`config.mk`:
```
export PLATFORM = sky130hd
export DESIGN_NAME = lsb_first_bit_packer
export DESIGN_NICKNAME = d
export VERILOG_FILES = /design/src/rtl/lbp_pkg.sv /design/src/rtl/lbp_front.sv /design/src/rtl/lbp_queue.sv /design/src/rtl/lbp_back.sv /design/src/rtl/lsb_first_bit_packer.sv
export SDC_FILE = /design/constraint.sdc
export NUM_CORES = 1
export LEC_CHECK = 0
export ABC_AREA = 1
export BUFFER_PORTS_ARGS = -buffer_cell sky130_fd_sc_hd__buf_2
export CAP_MARGIN = 25
export CORE_ASPECT_RATIO = 0.6
export CORE_MARGIN = 3
export CORE_UTILIZATION = 30
export CTS_BUF_LIST = sky130_fd_sc_hd__clkbuf_4
export CTS_CLUSTER_SIZE = 40
export DETAILED_ROUTE_END_ITERATION = 7
export HOLD_SLACK_MARGIN = 0.1
export PLACE_DENSITY = 0.58
export SYNTH_ARGS = -nofsm -noshare
export SYNTH_HDL_FRONTEND = slang
export SYNTH_SLANG_ARGS = --single-unit
```
`constraint.sdc`:
```
create_clock -name clk_i -period 4.1 [get_ports clk_i]
set_input_delay 0.41 -clock clk_i [delete_from_list [all_inputs] [get_ports clk_i]]
set_output_delay 0.41 -clock clk_i [all_outputs]
set_load 0.05 [all_outputs]
```
`src/rtl/lbp_pkg.sv`:
```
// Shared types and constants for the LSB-first bit packer.
// Used by the front, queue, back and top-level modules; no dependencies.
`default_nettype none

package lbp_pkg;

  localparam int WORD_BITS   = 32;
  localparam int CODE_BITS   = 64;
  localparam int COUNT_W     = 7;
  localparam int PCOUNT_W    = 5;
  localparam int VBITS_W     = 6;
  localparam int ACC_BITS    = CODE_BITS + WORD_BITS;
  localparam int QUEUE_DEPTH = 2;
  localparam int QPTR_W      = 1;
  localparam int QCNT_W      = 2;
  localparam int S_TDATA_W   = 72;  // code_value, bit_count, zero padding
  localparam int M_TDATA_W   = 40;  // packed_word, valid_bits, zero padding

  localparam logic [COUNT_W-1:0] MAX_COUNT   = 7'd64;
  localparam logic [VBITS_W-1:0] FULL_VBITS  = 6'd32;

  // Command kinds carried in s_axis_tuser.
  typedef enum logic {
    CMD_APPEND = 1'b0,
    CMD_FLUSH  = 1'b1
  } cmd_e;

  // Classified item handed from the front to the back.
  typedef struct packed {
    cmd_e                  kind;
    logic [CODE_BITS-1:0]  bits;   // already masked to count
    logic [COUNT_W-1:0]    count;  // 0 to 64
  } item_t;

  // Queue status seen by the front and the back.
  typedef struct packed {
    logic full;
    logic empty;
  } q_stat_t;

endpackage

`default_nettype wire

```
`src/rtl/lbp_front.sv`:
```
// Front end of the bit packer: saturates counts, masks code bits and drops
// appends of zero bits. Depends on lbp_pkg.
`default_nettype none

module lbp_front (
  input  wire logic                            s_valid_i,
  input  wire logic                            s_user_i,
  input  wire logic [lbp_pkg::CODE_BITS-1:0]   s_code_i,
  input  wire logic [lbp_pkg::COUNT_W-1:0]     s_count_i,
  output logic                                 s_ready_o,
  input  wire lbp_pkg::q_stat_t                q_stat_i,
  output logic                                 push_o,
  output lbp_pkg::item_t                       item_o
);
  import lbp_pkg::*;

  logic [COUNT_W-1:0]   sat_count;
  logic [CODE_BITS-1:0] mask;

  always_comb begin
    sat_count = (s_count_i > MAX_COUNT) ? MAX_COUNT : s_count_i;
    if (sat_count[COUNT_W-1]) begin
      mask = '1;
    end else begin
      mask = (CODE_BITS'(1) << sat_count[COUNT_W-2:0]) - CODE_BITS'(1);
    end
  end

  assign s_ready_o = !q_stat_i.full;

  always_comb begin
    item_o.kind  = cmd_e'(s_user_i);
    item_o.bits  = s_code_i & mask;
    item_o.count = sat_count;
  end

  // Drop appends that carry no bits; they never change the state.
  assign push_o = s_valid_i && !q_stat_i.full
                  && ((item_o.kind == CMD_FLUSH) || (sat_count != '0));

endmodule

`default_nettype wire

```
`src/rtl/lbp_queue.sv`:
```
// Two-entry queue decoupling the packer front from its back end.
// Depends on lbp_pkg for the item type and depth constants.
`default_nettype none

module lbp_queue (
  input  wire logic             clk_i,
  input  wire logic             rst_ni,
  input  wire logic             push_i,
  input  wire lbp_pkg::item_t   item_i,
  input  wire logic             pop_i,
  output lbp_pkg::item_t        item_o,
  output lbp_pkg::q_stat_t      stat_o
);
  import lbp_pkg::*;

  item_t             mem_q [QUEUE_DEPTH];
  logic [QPTR_W-1:0] wr_q, rd_q;
  logic [QCNT_W-1:0] cnt_q;
  logic              do_push, do_pop;

  assign stat_o.full  = (cnt_q == QCNT_W'(QUEUE_DEPTH));
  assign stat_o.empty = (cnt_q == '0);
  assign do_push      = push_i && !stat_o.full;
  assign do_pop       = pop_i && !stat_o.empty;
  assign item_o       = mem_q[rd_q];

  always_ff @(posedge clk_i) begin
    if (do_push) begin
      mem_q[wr_q] <= item_i;
    end
  end

  always_ff @(posedge clk_i or negedge rst_ni) begin
    if (!rst_ni) begin
      wr_q  <= '0;
      rd_q  <= '0;
      cnt_q <= '0;
    end else begin
      if (do_push) wr_q <= wr_q + 1'b1;
      if (do_pop)  rd_q <= rd_q + 1'b1;
      if (do_push && !do_pop) begin
        cnt_q <= cnt_q + 1'b1;
      end else if (do_pop && !do_push) begin
        cnt_q <= cnt_q - 1'b1;
      end
    end
  end

endmodule

`default_nettype wire

```
`src/rtl/lbp_back.sv`:
```
// Back end of the bit packer: holds the pending bits, merges each item and
// drives the output word register plus a one-word hold. Depends on lbp_pkg.
`default_nettype none

module lbp_back (
  input  wire logic                          clk_i,
  input  wire logic                          rst_ni,
  input  wire lbp_pkg::item_t                item_i,
  input  wire lbp_pkg::q_stat_t              q_stat_i,
  output logic                               pop_o,
  output logic                               m_valid_o,
  input  wire logic                          m_ready_i,
  output logic [lbp_pkg::WORD_BITS-1:0]      m_word_o,
  output logic [lbp_pkg::VBITS_W-1:0]        m_vbits_o,
  output logic                               m_last_o,
  output logic                               hold_valid_o
);
  import lbp_pkg::*;

  logic [WORD_BITS-1:0] pend_bits_q;
  logic [PCOUNT_W-1:0]  pend_cnt_q;
  logic                 out_valid_q;
  logic [WORD_BITS-1:0] out_word_q;
  logic [VBITS_W-1:0]   out_vbits_q;
  logic                 out_last_q;
  logic                 hold_valid_q;
  logic [WORD_BITS-1:0] hold_word_q;

  logic                 out_free;
  logic [ACC_BITS-1:0]  acc;
  logic [COUNT_W-1:0]   total;
  logic [1:0]           n_words;

  assign out_free = !out_valid_q || m_ready_i;
  assign pop_o    = !q_stat_i.empty && !hold_valid_q && out_free;

  always_comb begin
    acc     = ({{WORD_BITS{1'b0}}, item_i.bits} << pend_cnt_q)
              | ACC_BITS'(pend_bits_q);
    total   = COUNT_W'(pend_cnt_q) + item_i.count;
    n_words = total[COUNT_W-1:PCOUNT_W];
  end

  always_ff @(posedge clk_i or negedge rst_ni) begin
    if (!rst_ni) begin
      pend_bits_q  <= '0;
      pend_cnt_q   <= '0;
      out_valid_q  <= 1'b0;
      hold_valid_q <= 1'b0;
    end else begin
      if (hold_valid_q && out_free) begin
        // Advance the second word of a two-word append.
        out_valid_q  <= 1'b1;
        hold_valid_q <= 1'b0;
      end else if (pop_o) begin
        if (item_i.kind == CMD_FLUSH) begin
          out_valid_q <= (pend_cnt_q != '0);
          pend_bits_q <= '0;
          pend_cnt_q  <= '0;
        end else begin
          out_valid_q  <= (n_words != 2'd0);
          hold_valid_q <= (n_words == 2'd2);
          pend_cnt_q   <= total[PCOUNT_W-1:0];
          case (n_words)
            2'd0:    pend_bits_q <= acc[WORD_BITS-1:0];
            2'd1:    pend_bits_q <= acc[2*WORD_BITS-1:WORD_BITS];
            default: pend_bits_q <= acc[3*WORD_BITS-1:2*WORD_BITS];
          endcase
        end
      end else if (m_ready_i) begin
        out_valid_q <= 1'b0;
      end
    end
  end

  // Payload registers: no reset needed.
  always_ff @(posedge clk_i) begin
    if (hold_valid_q && out_free) begin
      out_word_q  <= hold_word_q;
      out_vbits_q <= FULL_VBITS;
      out_last_q  <= 1'b1;
    end else if (pop_o) begin
      if (item_i.kind == CMD_FLUSH) begin
        out_word_q  <= pend_bits_q;
        out_vbits_q <= VBITS_W'(pend_cnt_q);
        out_last_q  <= 1'b1;
      end else begin
        out_word_q  <= acc[WORD_BITS-1:0];
        out_vbits_q <= FULL_VBITS;
        out_last_q  <= (n_words == 2'd1);
        hold_word_q <= acc[2*WORD_BITS-1:WORD_BITS];
      end
    end
  end

  assign m_valid_o    = out_valid_q;
  assign m_word_o     = out_word_q;
  assign m_vbits_o    = out_vbits_q;
  assign m_last_o     = out_last_q;
  assign hold_valid_o = hold_valid_q;

endmodule

`default_nettype wire

```
`src/rtl/lsb_first_bit_packer.sv`:
```
// LSB-first bit packer: top level wiring front, queue and back end.
// Depends on lbp_pkg, lbp_front, lbp_queue and lbp_back.
//
// Usage:
//   The slave channel takes one word per item. tuser selects the command:
//   append (0) adds the low bit_count bits of code_value (counts above 64
//   saturate to 64) after the pending bits; flush (1) emits the zero-padded
//   partial word, if any, and restarts the stream at bit position zero.
//   The master channel returns 32-bit packed words, earliest bit in bit 0,
//   with valid_bits (32, or 1 to 31 on a flush) and tlast on the final word
//   that an item causes. An append emits zero, one or two words.
//   An accepted item is written into the queue; once it is at the queue
//   head and the back end is free, it is merged and its first word is
//   registered in the output word register. Throughput: one item per
//   cycle when it completes at most one word and the master side does not
//   stall; an item that completes two words blocks the next item until its
//   second word moves from the hold into the single output word register.
//   A two-entry queue sits between the front and the back, so the slave
//   side keeps taking items while a finished word waits on a stalled
//   master side; once the queue fills, s_axis_tready drops.
//   Reset clears the pending bits, the queue and the output and hold valid flags.
`default_nettype none

module lsb_first_bit_packer (
  input  wire logic                           clk_i,
  input  wire logic                           rst_ni,
  input  wire logic                           s_axis_tvalid,
  output logic                                s_axis_tready,
  // tdata: [63:0] code_value, [70:64] bit_count, [71] zero padding
  input  wire logic [lbp_pkg::S_TDATA_W-1:0]  s_axis_tdata,
  // tuser: [0] command
  input  wire logic                           s_axis_tuser,
  output logic                                m_axis_tvalid,
  input  wire logic                           m_axis_tready,
  // tdata: [31:0] packed_word, [37:32] valid_bits, [39:38] zero padding
  output logic [lbp_pkg::M_TDATA_W-1:0]       m_axis_tdata,
  output logic                                m_axis_tlast
);
  import lbp_pkg::*;

  item_t                push_item, head_item;
  q_stat_t              q_stat;
  logic                 push, pop;
  logic [WORD_BITS-1:0] out_word;
  logic [VBITS_W-1:0]   out_vbits;
  logic                 hold_valid;

  // Classify and mask incoming words.
  lbp_front u_front (
    .s_valid_i (s_axis_tvalid),
    .s_user_i  (s_axis_tuser),
    .s_code_i  (s_axis_tdata[CODE_BITS-1:0]),
    .s_count_i (s_axis_tdata[CODE_BITS+COUNT_W-1:CODE_BITS]),
    .s_ready_o (s_axis_tready),
    .q_stat_i  (q_stat),
    .push_o    (push),
    .item_o    (push_item)
  );

  // Hold items until the back end is free.
  lbp_queue u_queue (
    .clk_i  (clk_i),
    .rst_ni (rst_ni),
    .push_i (push),
    .item_i (push_item),
    .pop_i  (pop),
    .item_o (head_item),
    .stat_o (q_stat)
  );

  // Merge bits into the pending word and emit completed words.
  lbp_back u_back (
    .clk_i        (clk_i),
    .rst_ni       (rst_ni),
    .item_i       (head_item),
    .q_stat_i     (q_stat),
    .pop_o        (pop),
    .m_valid_o    (m_axis_tvalid),
    .m_ready_i    (m_axis_tready),
    .m_word_o     (out_word),
    .m_vbits_o    (out_vbits),
    .m_last_o     (m_axis_tlast),
    .hold_valid_o (hold_valid)
  );

  assign m_axis_tdata = {{(M_TDATA_W-WORD_BITS-VBITS_W){1'b0}}, out_vbits, out_word};

  // A held second word always has its first word in the output register.
  a_hold_behind_out: assert property (@(posedge clk_i) disable iff (!rst_ni)
    hold_valid |-> m_axis_tvalid)
    else $error("second word held without a first word on the output");

  // A word that is not the last of its item is always a full word.
  a_nonlast_full: assert property (@(posedge clk_i) disable iff (!rst_ni)
    (m_axis_tvalid && !m_axis_tlast) |-> (out_vbits == FULL_VBITS))
    else $error("non-final word with partial valid_bits");

  // An emitted word carries between 1 and 32 valid bits.
  a_vbits_range: assert property (@(posedge clk_i) disable iff (!rst_ni)
    m_axis_tvalid |-> ((out_vbits != '0) && (out_vbits <= FULL_VBITS)))
    else $error("valid_bits out of range");

  // The back end never pops while a second word is still held.
  a_no_pop_on_hold: assert property (@(posedge clk_i) disable iff (!rst_ni)
    hold_valid |-> !pop)
    else $error("item popped while a word is held");

endmodule

`default_nettype wire

```
==> metrics.csv <==
metric;value;unit
routed len/inst;20.51;um
slew margin rel.;32.54;%
total gr overflow;0;
Peak VDD IR;0.0004752;V
Die Width;320.0;um
Clock Latency Late Sink;0.79;ns
H-tree levels;2;
initial antenna violation count;2;
Final Hold Fails;0;
Lkg Pwr;0.009631;uW
share of cells above drive strength 1;15.46;%
synthesized flop and latch total;258;
final setup vio count;0;
WS Path Type;reg -> reg;
clk buf depth;3;
first drt pass iteration count;6;
Via density;5.159;
GRT Total Usage;22.43;%
status;finished clean;
Seq/Total Area, Yosys;42.04;%
total I/O pin count;120;
clock root cell;clkbuf_4;
initial drt markers;2335;
critical path required time;4.81;ns
Synth Area per Inst;7.124;um2
Cell Count, Final, Fillers Out;3468;
power per cell area;811.8;mW/mm2
crit start category;flip-flop;
Initial Util;30.59;%
DRC;0;
hold buffers post-CTS;65;
min Tclk post-route;3.373;ns
Critical Path AT;4.08;ns
Chip Height;194.4;um
ys flop type;edfxtp_1;
fin util;35.59;%
RSZ-0062 raised after global routing;no;
post-cts gate resize count;0;
Max Cap Viol;0;
Crit. End Element;flip-flop;
hold_ws;0.1757;ns
TNS Setup;0;ns
vias in the first global route;16330;
clock-pin slew on the worst setup and hold paths;0.07;ns
Gate Count Post-Synth;2492;
TritonCTS Buffers;61;
Yosys top cell by area;edfxtp_1;
top post-synthesis cells by area;edfxtp_1 35%, nand2_1 19%, nand3_1 9.9%;
die footprint;0.06222;mm2
Final nets;2740;
post-CTS setup buffers;0;
vias;17890;
Worst-Margin Slew;1.006;ns
crit-path max FO;26;
CTS tree;yes;
PortBufs;116;
EDFF count, synth;208;
Worst Skew;0.07489;ns
asr flop ratio synth;16.67;%
Ys Warns;0;
Synth cell types;51;
fin crit share;82.27;%
hold path start;s_axis_tdata[21];
Hold WC Path Type;in -> reg;
first-pass GRT wire length;105.1;mm
row count;68;
Num Clock Sinks;258;
antenna-violating nets left;0;
largest net degree at the start of global routing;69;
routability congestion estimate;1.004;
final WL;71.13;mm
area grow syn2layout;16.35;%
cell count after placement;3297;
CORE AREA;0.05803;mm2
fin. max-slew vios;0;
worst r2r src;u_queue.rd_q$_DFFE_PN0P_;
Worst Setup SP;u_queue.rd_q$_DFFE_PN0P_;
maximum clock frequency;296.5;MHz
Synth Cell Area;0.01775;mm2
Synth top area share;35.18;%
post-DP HPWL;54.81;mm
per-stage QoR:
stage | setup slack [ns] | cell area (um2) | power [uW]
5_1_grt | 0.4616 | 20650 | 18050
2_1_floorplan | 0.3275 | 17760 | 11100
3_3_place_gp | 0.6783 | 19260 | 14390
3_5_place_dp | 0.6359 | 19260 | 14450
4_1_cts | 0.7855 | 20650 | 16630
6_report | 0.7271 | 20650 | 16770
layout make-up:
| cell class | count | area (um2) |
|---|---|---|
| fill | 6307 | 37370 |
| multi-input combinational | 1951 | 9139 |
| sequential | 258 | 7470 |
| timing repair buffer | 240 | 1799 |
| tap | 770 | 963.4 |
| clock buffer | 83 | 623.1 |
| inverter | 143 | 539.3 |
| clock inverter | 22 | 117.6 |
| antenna | 1 | 2.502 |
flip-flops by register name (all words and copies together), names as in the netlist:
signal and cells:
u_back.hold_valid_o 1, u_back.hold_word_q 32, u_back.m_last_o 1, u_back.m_valid_o 1, u_back.m_vbits_o 6, u_back.m_word_o 32
u_back.pend_bits_q 32, u_back.pend_cnt_q 5, u_queue.cnt_q 2, u_queue.mem_q 144, u_queue.rd_q 1, u_queue.wr_q 1
layout by cell type, fill, tap and decap left out, types with 3 or more instances in the layout:
cell type        n
inv_2           24
buf_4           49
nand3b_1         8
clkbuf_4        83
a21boi_0        10
nor3_1          13
dfrtp_1         37
buf_2          116
o21ai_1          4
nor2_2          31
nand3_1        350
dfrtp_2          6
inv_1          112
clkinv_2         4
dlygate4sd3_1   65
o22ai_1          4
edfxtp_1       208
nand4_1         23
buf_12          10
mux2i_1         15
nor2_4           8
o21ai_0        141
or2_2           52
xor2_1           3
xnor2_1          3
nand3_2         14
and2_1           9
dfxtp_1          7
a21oi_1         68
ha_1             7
o21a_1          34
a31oi_1          6
nand2_2         10
nand2_1        885
nor2_1         205
a21boi_1         8
o21bai_1         5
clkinv_1        22
o211ai_1        17
synth_stat cells, drive strengths merged, types with 2 or more instances:
library cell / number
o21a: 34
ha: 7
a21boi: 18
nand3b: 9
clkbuf: 87
nor4: 2
and2: 9
xor2: 3
nand2: 898
edfxtp: 208
o211ai: 17
inv: 136
mux2i: 15
nand4: 23
dfxtp: 7
nor2: 244
clkinv: 7
o31ai: 2
o21ai: 147
a31oi: 6
dfrtp: 43
o22ai: 4
o21bai: 5
xnor2: 4
or2: 53
nand3: 364
nor3: 13
a21oi: 68
buf: 54
critical path, cell delays in order, from the launching register on:
cell      delay [ns]
dfrtp_2         0.56
inv_2           0.21
or2_2           0.32
o21ai_2         0.08
inv_1           0.36
nor2_4          0.21
clkinv_1        0.78
a21oi_1         0.53
nand3_1         0.12
o21ai_0         0.09
worst paths after layout:
check,end,slack [ns],cells after the start
max reg2reg,u_back.pend_bits_q[15]$_DFFE_PN0P_,0.73,9
max,u_back.pend_bits_q[15]$_DFFE_PN0P_,0.73,9
min,u_queue.mem_q[0][28]$_DFFE_PP_,0.18,2
min reg2reg,u_back.m_vbits_o[5]$_SDFFE_PP1P_,0.45,2
max in group asynchronous,u_back.pend_cnt_q[0]$_DFFE_PN0P_,3.27,3
min in group asynchronous,u_back.pend_bits_q[23]$_DFFE_PN0P_,0.28,3
routing by layer:
metal	wire length [um]	up-vias	track usage (%)
li1	-	8638	-
met1	35500	8378	35.57
met2	26140	802	28.31
met3	8579	69	8.347
met4	786	4	3.420
met5	117	-	1.149
power by group:
group | total, uW | switching (uW) | internal [uW]
clock | 2070 | 1070 | 998
combinational | 10400 | 7490 | 2860
sequential | 4350 | 304 | 4040
logic make-up (layout without fill, tap and decap cells):
family	count (synthesis)	after routing	synth area share, %
buffers and inverters	284	488	6.668
adder cells (fa/ha/maj)	8	8	0.6061
other	1	3	0.02112
AND/OR/NAND/NOR	1615	1615	39.64
XOR/XNOR	7	7	0.3877
flip-flops	258	258	42.04
multiplexers	15	15	0.8458
AO/OA/AOI/OAI	304	304	9.797
Note: power is estimated with default switching activity, not from simulation.
